**src/design/bpc_pkg.sv**
```systemverilog
`timescale 1ns / 1ps

package bpc_pkg;

  localparam int TICK_WIDTH = 16;
  localparam int HOLD_COUNT_WIDTH_DEFAULT = 16;

  localparam logic [TICK_WIDTH-1:0] SHORT_MIN_RESET = 16'd1;
  localparam logic [TICK_WIDTH-1:0] LONG_MIN_RESET = 16'd8;

  // bit positions inside a 3-bit flag group
  localparam int FLAG_SHORT = 0;
  localparam int FLAG_LONG = 1;
  localparam int FLAG_REPEAT = 2;
  localparam int FLAG_WIDTH = 3;

  typedef logic [FLAG_WIDTH-1:0] flags_t;

  typedef enum logic [1:0] {
    OP_TICK    = 2'd0,
    OP_CONSUME = 2'd1,
    OP_FLUSH   = 2'd2,
    OP_NONE    = 2'd3
  } op_t;

  typedef enum logic {
    REG_SHORT_MIN = 1'b0,
    REG_LONG_MIN  = 1'b1
  } reg_index_t;

  typedef struct packed {
    logic [TICK_WIDTH-1:0] short_min;
    logic [TICK_WIDTH-1:0] long_min;
  } thresh_t;

endpackage

```
**src/design/bpc_button.sv**
```systemverilog
`timescale 1ns / 1ps

module bpc_button #(
  parameter int HOLD_COUNT_WIDTH = bpc_pkg::HOLD_COUNT_WIDTH_DEFAULT
) (
  input  logic             clk,
  input  logic             rst,
  input  logic             tick,
  input  logic             pressed,
  input  bpc_pkg::thresh_t thresh,
  output bpc_pkg::flags_t  events
);
  import bpc_pkg::*;

  localparam int CMP_WIDTH = (HOLD_COUNT_WIDTH > TICK_WIDTH) ? HOLD_COUNT_WIDTH : TICK_WIDTH;

  logic [HOLD_COUNT_WIDTH-1:0] hold_count;
  logic [HOLD_COUNT_WIDTH-1:0] hold_count_next;
  logic [CMP_WIDTH-1:0] held;
  logic [CMP_WIDTH-1:0] short_min;
  logic [CMP_WIDTH-1:0] long_min;
  logic saturated;

  assign held = CMP_WIDTH'(hold_count);
  assign short_min = CMP_WIDTH'(thresh.short_min);
  assign long_min = CMP_WIDTH'(thresh.long_min);
  assign saturated = &hold_count;

  always_comb begin
    events = '0;
    hold_count_next = hold_count;
    if (tick) begin
      if (pressed) begin
        events[FLAG_LONG] = (held == long_min);
        events[FLAG_REPEAT] = (held > long_min);
        if (!saturated) begin
          hold_count_next = hold_count + HOLD_COUNT_WIDTH'(1);
        end
      end else begin
        events[FLAG_SHORT] = (held >= short_min) && (held <= long_min);
        hold_count_next = '0;
      end
    end
  end

  always_ff @(posedge clk) begin
    if (rst) begin
      hold_count <= '0;
    end else begin
      hold_count <= hold_count_next;
    end
  end

endmodule

```
**src/design/button_press_classifier_core.sv**
```systemverilog
`timescale 1ns / 1ps

// channel   | dir | tdata (lsb up)                                  | tuser
// s_axis    | in  | one_pressed, two_pressed, select, mask[2:0], pad | operation[1:0]
// m_axis    | out | consumed[2:0], one_pending[2:0], two_pending[2:0] | -
// cfg       | in  | cfg_we, cfg_index (0 short_min, 1 long_min), cfg_data[15:0]
//
// one word per cycle: the state update and the result are formed in the
// cycle a word is accepted and land in the output register at that edge
// the output register is the only stage, so a new word is taken whenever
// it is empty or being drained in the same cycle
// a stalled output holds the word and blocks further input
// rst is synchronous: hold counters and pending flags clear, thresholds
// return to 1 and 8

module button_press_classifier_core #(
  parameter int HOLD_COUNT_WIDTH = bpc_pkg::HOLD_COUNT_WIDTH_DEFAULT
) (
  input  logic                               clk,
  input  logic                               rst,
  input  logic                               s_axis_tvalid,
  output logic                               s_axis_tready,
  // one_pressed, two_pressed, select, event_mask[2:0], zero pad
  input  logic [7:0]                         s_axis_tdata,
  // operation[1:0]
  input  logic [1:0]                         s_axis_tuser,
  output logic                               m_axis_tvalid,
  input  logic                               m_axis_tready,
  // consumed_events[2:0], one_pending[2:0], two_pending[2:0], zero pad
  output logic [15:0]                        m_axis_tdata,
  input  logic                               cfg_we,
  input  logic                               cfg_index,
  input  logic [bpc_pkg::TICK_WIDTH-1:0]     cfg_data
);
  import bpc_pkg::*;

  // input word fields
  op_t    op;
  logic   one_pressed;
  logic   two_pressed;
  logic   sel;
  flags_t mask;
  logic   accept;
  logic   tick;

  thresh_t thresh;
  flags_t  one_events;
  flags_t  two_events;

  // pending flags per button
  flags_t pend_one;
  flags_t pend_two;
  flags_t pend_one_next;
  flags_t pend_two_next;
  flags_t consumed_next;

  // output register
  flags_t res_consumed;
  flags_t res_one;
  flags_t res_two;

  assign op = op_t'(s_axis_tuser);
  assign one_pressed = s_axis_tdata[0];
  assign two_pressed = s_axis_tdata[1];
  assign sel = s_axis_tdata[2];
  assign mask = s_axis_tdata[5:3];

  assign s_axis_tready = !m_axis_tvalid || m_axis_tready;
  assign accept = s_axis_tvalid && s_axis_tready;

  // a tick with both buttons down leaves everything as it is
  assign tick = accept && (op == OP_TICK) && !(one_pressed && two_pressed);

  // threshold registers; the user must write them only while idle, the block itself does not enforce it
  always_ff @(posedge clk) begin
    if (rst) begin
      thresh.short_min <= SHORT_MIN_RESET;
      thresh.long_min <= LONG_MIN_RESET;
    end else if (cfg_we) begin
      unique case (reg_index_t'(cfg_index))
        REG_SHORT_MIN: thresh.short_min <= cfg_data;
        REG_LONG_MIN:  thresh.long_min <= cfg_data;
      endcase
    end
  end

  bpc_button #(
    .HOLD_COUNT_WIDTH(HOLD_COUNT_WIDTH)
  ) u_button_one (
    .clk     (clk),
    .rst     (rst),
    .tick    (tick),
    .pressed (one_pressed),
    .thresh  (thresh),
    .events  (one_events)
  );

  bpc_button #(
    .HOLD_COUNT_WIDTH(HOLD_COUNT_WIDTH)
  ) u_button_two (
    .clk     (clk),
    .rst     (rst),
    .tick    (tick),
    .pressed (two_pressed),
    .thresh  (thresh),
    .events  (two_events)
  );

  // pending flag update; events from the buttons are zero unless ticking
  always_comb begin
    pend_one_next = pend_one | one_events;
    pend_two_next = pend_two | two_events;
    consumed_next = '0;
    if (accept) begin
      unique case (op)
        OP_CONSUME: begin
          consumed_next = (sel ? pend_two : pend_one) & mask;
          if (sel) begin
            pend_two_next = pend_two & ~consumed_next;
          end else begin
            pend_one_next = pend_one & ~consumed_next;
          end
        end
        OP_FLUSH: begin
          pend_one_next = '0;
          pend_two_next = '0;
        end
        OP_TICK, OP_NONE: begin
        end
        default: begin
        end
      endcase
    end
  end

  always_ff @(posedge clk) begin
    if (rst) begin
      pend_one <= '0;
      pend_two <= '0;
    end else begin
      pend_one <= pend_one_next;
      pend_two <= pend_two_next;
    end
  end

  always_ff @(posedge clk) begin
    if (rst) begin
      m_axis_tvalid <= 1'b0;
    end else if (accept) begin
      m_axis_tvalid <= 1'b1;
    end else if (m_axis_tready) begin
      m_axis_tvalid <= 1'b0;
    end
  end

  // payload, no reset needed
  always_ff @(posedge clk) begin
    if (accept) begin
      res_consumed <= consumed_next;
      res_one <= pend_one_next;
      res_two <= pend_two_next;
    end
  end

  assign m_axis_tdata = {7'd0, res_two, res_one, res_consumed};

`ifndef SYNTHESIS
  // flush leaves both buttons with nothing pending
  a_flush_clears: assert property (@(posedge clk) disable iff (rst)
    accept && (op == OP_FLUSH) |=> (res_one == '0) && (res_two == '0))
    else $error("flush left pending flags");

  // only a consume word reports consumed flags
  a_consumed_only_on_consume: assert property (@(posedge clk) disable iff (rst)
    accept && (op != OP_CONSUME) |=> res_consumed == '0)
    else $error("consumed flags on a non-consume word");

  // consumed flags stay within the mask and are gone from the pending set
  a_consume_masked: assert property (@(posedge clk) disable iff (rst)
    accept && (op == OP_CONSUME) |=>
      ((res_consumed & ~$past(mask)) == '0) &&
      ((res_consumed & ($past(sel) ? res_two : res_one)) == '0))
    else $error("consume outside mask or flags not cleared");

  // pending flags in the result match the live state right after a word
  a_result_tracks_state: assert property (@(posedge clk) disable iff (rst)
    accept |=> (res_one == pend_one) && (res_two == pend_two))
    else $error("result pending flags differ from state");
`endif

endmodule

```
**config.mk**
```make
export PLATFORM = sky130hd
export DESIGN_NAME = button_press_classifier_core
export DESIGN_NICKNAME = d
export VERILOG_FILES = /design/src/design/bpc_pkg.sv /design/src/design/bpc_button.sv /design/src/design/button_press_classifier_core.sv
export SDC_FILE = /design/constraint.sdc
export NUM_CORES = 1
export LEC_CHECK = 0
export ABC_AREA = 0
export ABC_CLOCK_PERIOD_IN_PS = 5150
export BUFFER_PORTS_ARGS = -buffer_cell sky130_fd_sc_hd__buf_2
export CAP_MARGIN = 10
export CORE_ASPECT_RATIO = 0.8
export CORE_MARGIN = 5
export CORE_UTILIZATION = 45
export DETAILED_ROUTE_END_ITERATION = 10
export SYNTH_ARGS = -nofsm -noshare
export SYNTH_HDL_FRONTEND = slang
export SYNTH_SLANG_ARGS = --single-unit
```
**constraint.sdc**
```tcl
create_clock -name clk -period 5.15 [get_ports clk]
set_input_delay 0 -clock clk [delete_from_list [all_inputs] [get_ports clk]]
set_output_delay 0 -clock clk [all_outputs]
set_load 0.05 [all_outputs]
```
==> impl_metrics.csv, run 1 <==
group,metric,value,unit
run_status,status,"finished, final reports clean",
power_and_ir_drop,power_density,260.6,nW/um^2
grt,grt_antenna_before_repair,0,
timing,tightestPinTransition,1.119,ns
grt,grt_pass1_wl,21980,um
grt,grt_pass1_vias,4432,
clocking,clk_latency,0.35,ns
critical_path,crit_fanout,8,
power_and_ir_drop,swShare,0.2792,
timing,finalSetupViolCount,0,
timing,layout_min_cycle_time,2.768,ns
place,place.gp.congestion,0.8525,
route,wire_per_inst,16.66,um
layout,diodes,0,
grt,grt-busiest-layer,"met2",
grt,grt_max_degree,50,
clocking,cts_num_sinks,80,
clocking,cts-root-buf,"clkbuf_16",
layout,nets,766,
synthesis,synth_top_area_share,0.2821,
layout,utilization,0.5318,
floorplan,num_rows,34,
synthesis,synth-edff-count,9,
route,initialDrtViolationCount,336,
clocking,cts_setup_buffers,0,
layout,syn_to_final_growth,15.40,%
power_and_ir_drop,power.share.sequential,0.432,
timing,drv_slew,0,
clocking,hold_buffers,19,
flow_run,maxCapViolations,0,
floorplan,initial_core_util,0.4609,
route,firstDrtPassIters,6,
power_and_ir_drop,clkPwrFrac,0.449,
synthesis,synth.area.top_cells,"dfxtp_1, ha_1, a21oi_1, nand2_1, edfxtp_1",
critical_path,arrival,2.83,ns
synthesis,yosysTopAreaCell,"dfxtp_1",
layout,final_cell_mix,"nand2_1, a21oi_1, dfxtp_1, ha_1, inv_1",
clocking,cts_tree,"yes",
timing,skew,0.007343,ns
layout,layout-drive-gt1-share,0.09985,
route,ant_nets,0,
place,placed_cell_area,5316,um^2
power_and_ir_drop,combPwrFrac,0.119,
clocking,clock_path_buffers,2,
grt,gr-usage-met3,0.04182,
place,port_buffers,40,
clocking,ctsResizeCount,0,
grt,use_met2,0.3041,
clocking,numCtsBuffers,9,
floorplan,ios,50,
hold_path,worst_hold_path_type,"in -> reg",
timing,hold_viol,0,
critical_path,crit_type,"reg -> reg",
synthesis,synth.distinct_cells,55,
grt,overflow,0,
power_and_ir_drop,p_switching,0.4230,mW
floorplan,die_y,104.6,um
synthesis,dominantRegCellSynth,"dfxtp_1",
timing,grt_setup_unrepaired,"false",
place,dp_hpwl,10420,um
floorplan,die_area,13430,um^2
power_and_ir_drop,irDropWorstVdd,0.0001826,V
clocking,cts_htree_levels,3,
layout,num-fill-cells,1041,
layout,stdcell_area,5814,um^2
synthesis,syn_avg_cell_area,8.180,um^2
route,drc,0,
grt,grt_util_met1,0.2963,
floorplan,core-area,10930,um^2
synthesis,synth_seq_area_share,0.3357,
layout,mostFrequentLayoutCell,"nand2_1",
timing,timing.final.crit_share,0.5375,
critical_path,cp-end-kind,"register",
power_and_ir_drop,p_leak,2.284,nW
grt,track_usage,0.2058,
route,vias_per_cell,5.708,
critical_path,required,5.21,ns
floorplan,die_x,128.3,um
synthesis,post_synth_inst_count,616,
clocking,clkTransAtPathRegs,0.07,ns
synthesis,synth-async-reset-ratio,0,
route,via_count,4652,
critical_path,start_kind,"register",
route,wl,13580,um
synthesis,syn_area,5039,um^2
timing,setup_tns,0,ns
synthesis,synth-seq-cells,80,
timing,finalHoldWorstSlack,0.02693,ns
power_and_ir_drop,intPower,1.092,mW
timing,relSlewSlack,0.2526,
timing,fmax,0.3612,GHz
synthesis,ys.warnings.count,0,
[cell type report]
class | instances | area [um^2] | area share
timing repair buffer | 61 | 405.4 | 0.06972
multi-input combinational | 465 | 3045 | 0.5238
inverter | 49 | 183.9 | 0.03163
sequential | 80 | 1692 | 0.2909
tap | 144 | 180.2 | 0.03099
clock buffer | 9 | 225.2 | 0.03873
clock inverter | 7 | 82.58 | 0.01420
[worst max-delay path: stages, from the launching register on]
cell and delay [ns]:
dfxtp_1 0.52, ha_1 0.33, a21oi_1 0.15, o21ai_0 0.10
a221o_1 0.38, o311ai_0 0.84, a21oi_1 0.17
[cell families after synthesis]
logic type / after synthesis / share of synthesized area
multiplexers: 5 / 0.009933
flip-flops: 80 / 0.3357
XOR/XNOR: 9 / 0.01565
AND/OR/NAND/NOR: 221 / 0.2215
buffers and inverters: 77 / 0.06431
other: 1 / 0.0007443
AO/OA/AOI/OAI: 155 / 0.1833
adder cells (fa/ha/maj): 68 / 0.1689
[metal layers]
layer / vias up / wire length [um]
li1: 2318 / -
met4: 0 / 307
met1: 2166 / 6672
met2: 144 / 5788
met3: 24 / 813
met5: - / 0
[metrics by stage]
step | std cells | worst slack (ns) | total power [mW]
6_report | 815 | 2.382 | 1.515
5_1_grt | 815 | 2.371 | 1.569
4_1_cts | 815 | 2.467 | 1.526
3_5_place_dp | 780 | 2.497 | 0.8359
3_3_place_gp | 780 | 2.511 | 0.8309
2_1_floorplan | 622 | 2.621 | 0.7878
[cells in the mapped netlist, types with 2 or more instances]
library cell  count
nand3_1          20
a2111o_1          2
buf_4             7
or4_1             7
a211oi_1          6
o211ai_1          3
dfxtp_1          71
nand2_1          92
or3_1            10
o41ai_1           2
a31oi_1           2
and4_1            6
nand2b_1          3
nor3_1            9
nor2_1           23
edfxtp_1          9
and3_1            2
clkbuf_1         18
nand4_1          18
a21boi_0          2
nor4_1            6
ha_1             68
o21ai_0          27
nand3b_1          3
o31ai_1           9
inv_1            48
mux2i_1           5
xnor2_1           9
nor2b_1           7
a221o_1           3
a2111oi_0         5
a21o_1            6
a21oi_1          81
or2_2             5
and2_1            2
[worst paths after layout]
check / startpoint / end / slack [ns] / cells after the start
hold reg to reg: thresh[2]$_SDFFE_PP0P_ / thresh[2]$_SDFFE_PP0P_ / 0.45 / 2
setup reg to reg: u_button_one.held[7]$_SDFFE_PP0P_ / res_one[2]$_DFFE_PP_ / 2.38 / 6
hold / removal: s_axis_tdata[3] / res_consumed[0]$_SDFFCE_PN0P_ / 0.03 / 3
setup / recovery: u_button_one.held[7]$_SDFFE_PP0P_ / res_one[2]$_DFFE_PP_ / 2.38 / 6
[power groups by stage]
stage          Combinational, mW  Sequential [mW]  Clock (mW)
2_1_floorplan              0.109            0.679           0
3_3_place_gp               0.164            0.667           0
3_5_place_dp               0.167            0.668           0
4_1_cts                    0.179            0.654       0.693
5_1_grt                    0.200            0.656       0.714
6_report                   0.181            0.654       0.680
[flip-flops by register name (all words and copies together) (netlist names)]
name,flops
res_two,3
res_one,3
u_button_one.held,16
pend_one,3
m_axis_tvalid,1
u_button_two.held,16
pend_two,3
res_consumed,3
thresh,32
Note: power is estimated with default switching activity, not from simulation.
==> run 2, diff against run 1 <==
--- a/config.mk
+++ b/config.mk
@@ -6,7 +6,7 @@
 export NUM_CORES = 1
 export LEC_CHECK = 0
 export ABC_AREA = 0
-export ABC_CLOCK_PERIOD_IN_PS = 5150
+export ABC_CLOCK_PERIOD_IN_PS = 2700
 export BUFFER_PORTS_ARGS = -buffer_cell sky130_fd_sc_hd__buf_2
 export CAP_MARGIN = 10
 export CORE_ASPECT_RATIO = 0.8
==> constraint.sdc (replaced) <==
create_clock -name clk -period 2.7 [get_ports clk]
set_input_delay 0 -clock clk [delete_from_list [all_inputs] [get_ports clk]]
set_output_delay 0 -clock clk [all_outputs]
set_load 0.05 [all_outputs]
==> run 2 against run 1 <==
Compared with the run above: worst setup slack worse by 2.1 ns; maximum frequency increased by 16%; count of clock-buffer cells in the layout up 1; flip-flop and latch count is the same; core utilization up 0.30 points; clock skew is 0.00076 ns lower; highest routed layer unchanged.
==> impl_metrics.csv, run 2 (synthesis results as in run 1) <==
group,metric,value,unit
run_status,status,"finished, final reports clean",
clocking,cts_num_sinks,80,
route,wire_per_inst,16.39,um
floorplan,die_area,13430,um^2
critical_path,crit_fanout,3,
flow_run,maxCapViolations,0,
route,wl_met1,6912,um
timing,finalSetupViolCount,0,
floorplan,die_x,128.3,um
clocking,cts_tree,"yes",
timing,fmax,0.4198,GHz
layout,syn_to_final_growth,16.04,%
route,wl,13480,um
place,placed_cell_area,5369,um^2
route,initialDrtViolationCount,310,
power_and_ir_drop,intPower,2.007,mW
layout,stdcell_area,5847,um^2
power_and_ir_drop,combPwrFrac,0.124,
hold_path,worst_hold_path_type,"in -> reg",
power_and_ir_drop,power_density,477.6,nW/um^2
route,drc,0,
timing,fin_ws,0.3177,ns
power_and_ir_drop,p_leak,2.298,nW
timing,timing.final.crit_share,0.8823,
route,top_layer_used,"met4",
clocking,cts_setup_buffers,0,
grt,track_usage,0.2027,
place,dp_hpwl,10480,um
floorplan,core-area,10930,um^2
layout,top_register,"thresh",
clocking,cts_htree_levels,3,
route,firstDrtPassIters,5,
route,ant_nets,0,
power_and_ir_drop,irDropWorstVdd,0.0003467,V
power_and_ir_drop,clkPwrFrac,0.429,
floorplan,initial_core_util,0.4609,
clocking,numCtsBuffers,9,
floorplan,num_rows,34,
power_and_ir_drop,p_switching,0.7857,mW
route,wl_met2,5700,um
clocking,ctsResizeCount,0,
critical_path,arrival,2.47,ns
layout,mostFrequentLayoutCell,"nand2_1",
timing,setup_tns,0,ns
critical_path,start_kind,"register",
critical_path,cp_slowest_stage_delay,0.42,ns
place,dp_slack,0.3620,ns
grt,grt_pass1_wl,21850,um
power_and_ir_drop,power.share.sequential,0.447,
grt,grt_max_degree,40,
timing,hold_viol,0,
timing,tightestPinTransition,1.037,ns
timing,grt_setup_unrepaired,"false",
layout,nets,773,
route,vias_per_cell,5.672,
critical_path,crit_type,"reg -> reg",
critical_path,cp_slowest_cell,"o311ai_0",
layout,final_cell_mix,"nand2_1, a21oi_1, dfxtp_1, ha_1, inv_1",
critical_path,cpMostUsedCell,"a21oi_1",
critical_path,cp-end-kind,"register",
layout,top_regs,"thresh x32, u_button_one.held x16, u_button_two.held x16",
clocking,clk_latency,0.34,ns
timing,relSlewSlack,0.3075,
layout,utilization,0.5348,
grt,grt_pass1_vias,4371,
timing,drv_slew,0,
floorplan,die_y,104.6,um
grt,grt_antenna_before_repair,0,
floorplan,ios,50,
route,wl_met3,662,um
layout,diodes,0,
place,port_buffers,40,
critical_path,required,2.79,ns
timing,layout_min_cycle_time,2.382,ns
clocking,cts-root-buf,"clkbuf_16",
grt,overflow,0,
timing,finalHoldWorstSlack,0.01640,ns
clocking,clock_path_buffers,2,
place,place.gp.congestion,0.8802,
route,via_count,4662,
layout,layout-drive-gt1-share,0.1091,
power_and_ir_drop,swShare,0.2814,
layout,largest_reg_flops,32,
timing,skew,0.006587,ns
critical_path,path_cells,"inv_1, ha_1, a21oi_1, o21ai_0, a221o_1, o311ai_0, buf_4, a21oi_1",
clocking,clkTransAtPathRegs,0.06,ns
## run 2: metal layers
layer,GRT usage,up-vias
met5,0,-
met4,0.05303,0
met3,0.04284,22
met2,0.2963,122
met1,0.3012,2186
li1,-,2332
## run 2: area by class of cell
cell class                 count  area (um^2)
clock inverter                 6        48.80
sequential                    80         1692
timing repair buffer          68        457.9
fill                        1014         5086
inverter                      49        183.9
tap                          144        180.2
clock buffer                  10        239.0
multi-input combinational    465         3045
## run 2: final timing paths
kind	from	endpoint	slack (ns)	cells after the start
setup / recovery	thresh[7]$_SDFFE_PP0P_	res_one[2]$_DFFE_PP_	0.32	8
hold / removal	s_axis_tdata[4]	res_consumed[1]$_SDFFCE_PN0P_	0.02	3
setup reg to reg	thresh[7]$_SDFFE_PP0P_	res_one[2]$_DFFE_PP_	0.32	8
hold reg to reg	thresh[14]$_SDFFE_PP0P_	thresh[14]$_SDFFE_PP0P_	0.45	2
## run 2: power by group through the flow
stage	Sequential (mW)	Combinational [mW]	Clock, mW
2_1_floorplan	1.30	0.208	0
3_3_place_gp	1.27	0.316	0
3_5_place_dp	1.27	0.323	0
4_1_cts	1.25	0.346	1.22
5_1_grt	1.25	0.384	1.27
6_report	1.25	0.347	1.20
## run 2: metrics by stage
stage	instances	power (mW)
finish	822	2.792
global route	822	2.902
CTS	822	2.815
detailed placement	787	1.597
global placement	787	1.588
floorplan	622	1.503
## run 2: repair_timing
action | 4_1_cts | 5_1_grt
hold endpoints to repair | 38 | 0
hold buffers | 19 | 0
endpoints found under the setup margin | 0 | 0
## run 2: worst max-delay path: cells and delay by family (launching register included)
kind            cells  cell delay (ns)
fa+ha+maj           1             0.35
flops               1             0.33
buf+inv             2             0.33
compound gates      5             1.12
==> run 3, diff against run 2 <==
--- a/config.mk
+++ b/config.mk
@@ -11,8 +11,9 @@
 export CAP_MARGIN = 10
 export CORE_ASPECT_RATIO = 0.8
 export CORE_MARGIN = 5
-export CORE_UTILIZATION = 45
+export CORE_UTILIZATION = 55
 export DETAILED_ROUTE_END_ITERATION = 10
+export PLACE_DENSITY = 0.75
 export SYNTH_ARGS = -nofsm -noshare
 export SYNTH_HDL_FRONTEND = slang
 export SYNTH_SLANG_ARGS = --single-unit
==> run 3 against run 2 <==
Compared with the run above: via count up 1.6%; final cell count down 3.5%; register-to-register slack about the same; maximum frequency about the same; combinational power up 1%; clock power down 7%; global-route usage up 5.5 points; critical path type unchanged; highest routed layer unchanged.
==> impl_metrics.csv, run 3 (synthesis results as in run 1) <==
group,metric,value,unit
critical_path,crit_type,"reg -> reg",
place,dp_hpwl,10240,um
floorplan,initial_core_util,0.5599,
timing,setup_tns,0,ns
route,wire_per_inst,17.03,um
route,initialDrtViolationCount,487,
floorplan,ios,50,
layout,utilization,0.6435,
critical_path,crit_family,"compound AO/OA/AOI/OAI gates",
timing,drv_slew,0,
clocking,numCtsBuffers,9,
clocking,hold_buffers,20,
layout,diodes,0,
clocking,cts_tree,"yes",
timing,tightestPinTransition,1.071,ns
flow_run,maxCapViolations,0,
critical_path,rrSetupSlack,0.32,ns
place,place.gp.congestion,0.8905,
critical_path,arrival,2.55,ns
route,ant_nets,0,
place,dp_slack,0.3467,ns
layout,largest_reg_flops,32,
layout,final_cell_mix,"nand2_1, a21oi_1, dfxtp_1, ha_1, inv_1",
critical_path,cp-end-kind,"register",
layout,syn_to_final_growth,14.92,%
clocking,cts_num_sinks,80,
critical_path,r2r_start,"thresh[13]$_SDFFE_PP0P_",
grt,grt_max_degree,39,
route,drc,0,
grt,grt_pass1_vias,4511,
grt,overflow,0,
grt,track_usage,0.2577,
hold_path,min_from,"s_axis_tdata[3]",
timing,grt_setup_unrepaired,"false",
power_and_ir_drop,p_leak,2.289,nW
timing,skew,0.01228,ns
route,via_count,4738,
hold_path,hold_depth,3,
floorplan,die_x,117.0,um
critical_path,required,2.87,ns
clocking,clock_path_buffers,2,
critical_path,r2r_end,"res_one[2]$_DFFE_PP_",
critical_path,critPathLaunch,"thresh[13]$_SDFFE_PP0P_",
critical_path,start_kind,"register",
power_and_ir_drop,irDropWorstVdd,0.0004114,V
timing,fmax,0.4201,GHz
hold_path,min_to,"res_consumed[0]$_SDFFCE_PN0P_",
critical_path,crit_fanout,4,
clocking,clk_latency,0.35,ns
clocking,clkTransAtPathRegs,0.07,ns
critical_path,path_buf_inv,2,
hold_path,worst_hold_path_type,"in -> reg",
clocking,cts_htree_levels,3,
layout,num-fill-cells,776,
critical_path,cp_slowest_cell,"a2111oi_0",
grt,grt_antenna_before_repair,0,
layout,layout-drive-gt1-share,0.1032,
layout,nets,773,
layout,top_register,"thresh",
timing,timing.final.crit_share,0.8815,
power_and_ir_drop,power_density,469.8,nW/um^2
critical_path,rr_worst_depth,7,
critical_path,cp_slowest_stage_delay,0.55,ns
timing,hold_viol,0,
layout,mostFrequentLayoutCell,"nand2_1",
timing,layout_min_cycle_time,2.380,ns
place,port_buffers,40,
clocking,cts_setup_buffers,0,
floorplan,die_area,11190,um^2
timing,finalSetupViolCount,0,
timing,fin_ws,0.3199,ns
layout,top_regs,"thresh x32, u_button_one.held x16, u_button_two.held x16",
run_status,status,"finished, final reports clean",
critical_path,path_cells,"inv_1, ha_1, nand4_1, a2111oi_0, o311ai_0, buf_4, a21oi_1",
grt,grt_pass1_wl,22370,um
clocking,cts-root-buf,"clkbuf_16",
route,vias_per_cell,5.975,
floorplan,die_y,95.61,um
clocking,ctsResizeCount,0,
timing,relSlewSlack,0.2844,
route,wl,13510,um
floorplan,core-area,8999,um^2
floorplan,num_rows,31,
route,firstDrtPassIters,8,
## run 3: cell types whose count changed in the layout (fill, tap and decap cells not counted), sizes merged
cell / change
clkinv: +2
clkbuf: +1
inv: -2
clkinvlp: -1
buf: -1
dlygate4sd3: +1
## run 3: how the worst max path moves through the flow
stage | cells past startpoint | slack [ns] | to
2_1_floorplan | 7 | 0.17 | u_button_one.held[11]$_SDFFE_PP0P_
3_3_place_gp | 7 | 0.44 | res_two[0]$_DFFE_PP_
3_5_place_dp | 7 | 0.35 | res_one[2]$_DFFE_PP_
4_1_cts | 8 | 0.34 | res_one[2]$_DFFE_PP_
5_1_grt | 7 | 0.17 | res_one[2]$_DFFE_PP_
6_report | 7 | 0.32 | res_one[2]$_DFFE_PP_
## run 3: area by class of cell
type	count	area [um^2]	share of cell area
clock buffers	11	232.7	0.04019
clock inverters	5	32.53	0.005618
inverters	49	183.9	0.03176
multi-input cells	465	3045	0.5259
flip-flops and latches	80	1692	0.2921
well taps	115	143.9	0.02485
repair buffers	68	460.4	0.07952
## run 3: worst min-delay path, stage by stage
cell	delay, ns
buf_2	0.12
nand2_1	0.05
nor2_1	0.08
## run 3: metal layers
metal	GRT usage	share of wire
met1	0.3619	0.47
met2	0.4020	0.45
met3	0.05140	0.063
met4	0.07259	0.018
met5	0	0
## run 3: power by group
group          switching, mW  internal, mW
logic                  0.234         0.117
registers             0.0158          1.23
clock network          0.500         0.622
total                  0.749          1.97
## run 3: per-stage QoR
| step | instances | power (mW) | area, um^2 | hold WS [ns] |
|---|---|---|---|---|
| final | 793 | 2.720 | 5791 | 0.01898 |
| after detailed placement | 757 | 1.596 | 5325 | 0.2455 |
| after global placement | 757 | 1.580 | 5325 | 0.2297 |
| after global routing | 793 | 2.824 | 5791 | 0.04250 |
| after CTS | 793 | 2.727 | 5791 | 0.01228 |
| after floorplan | 622 | 1.503 | 5061 | 0.1212 |
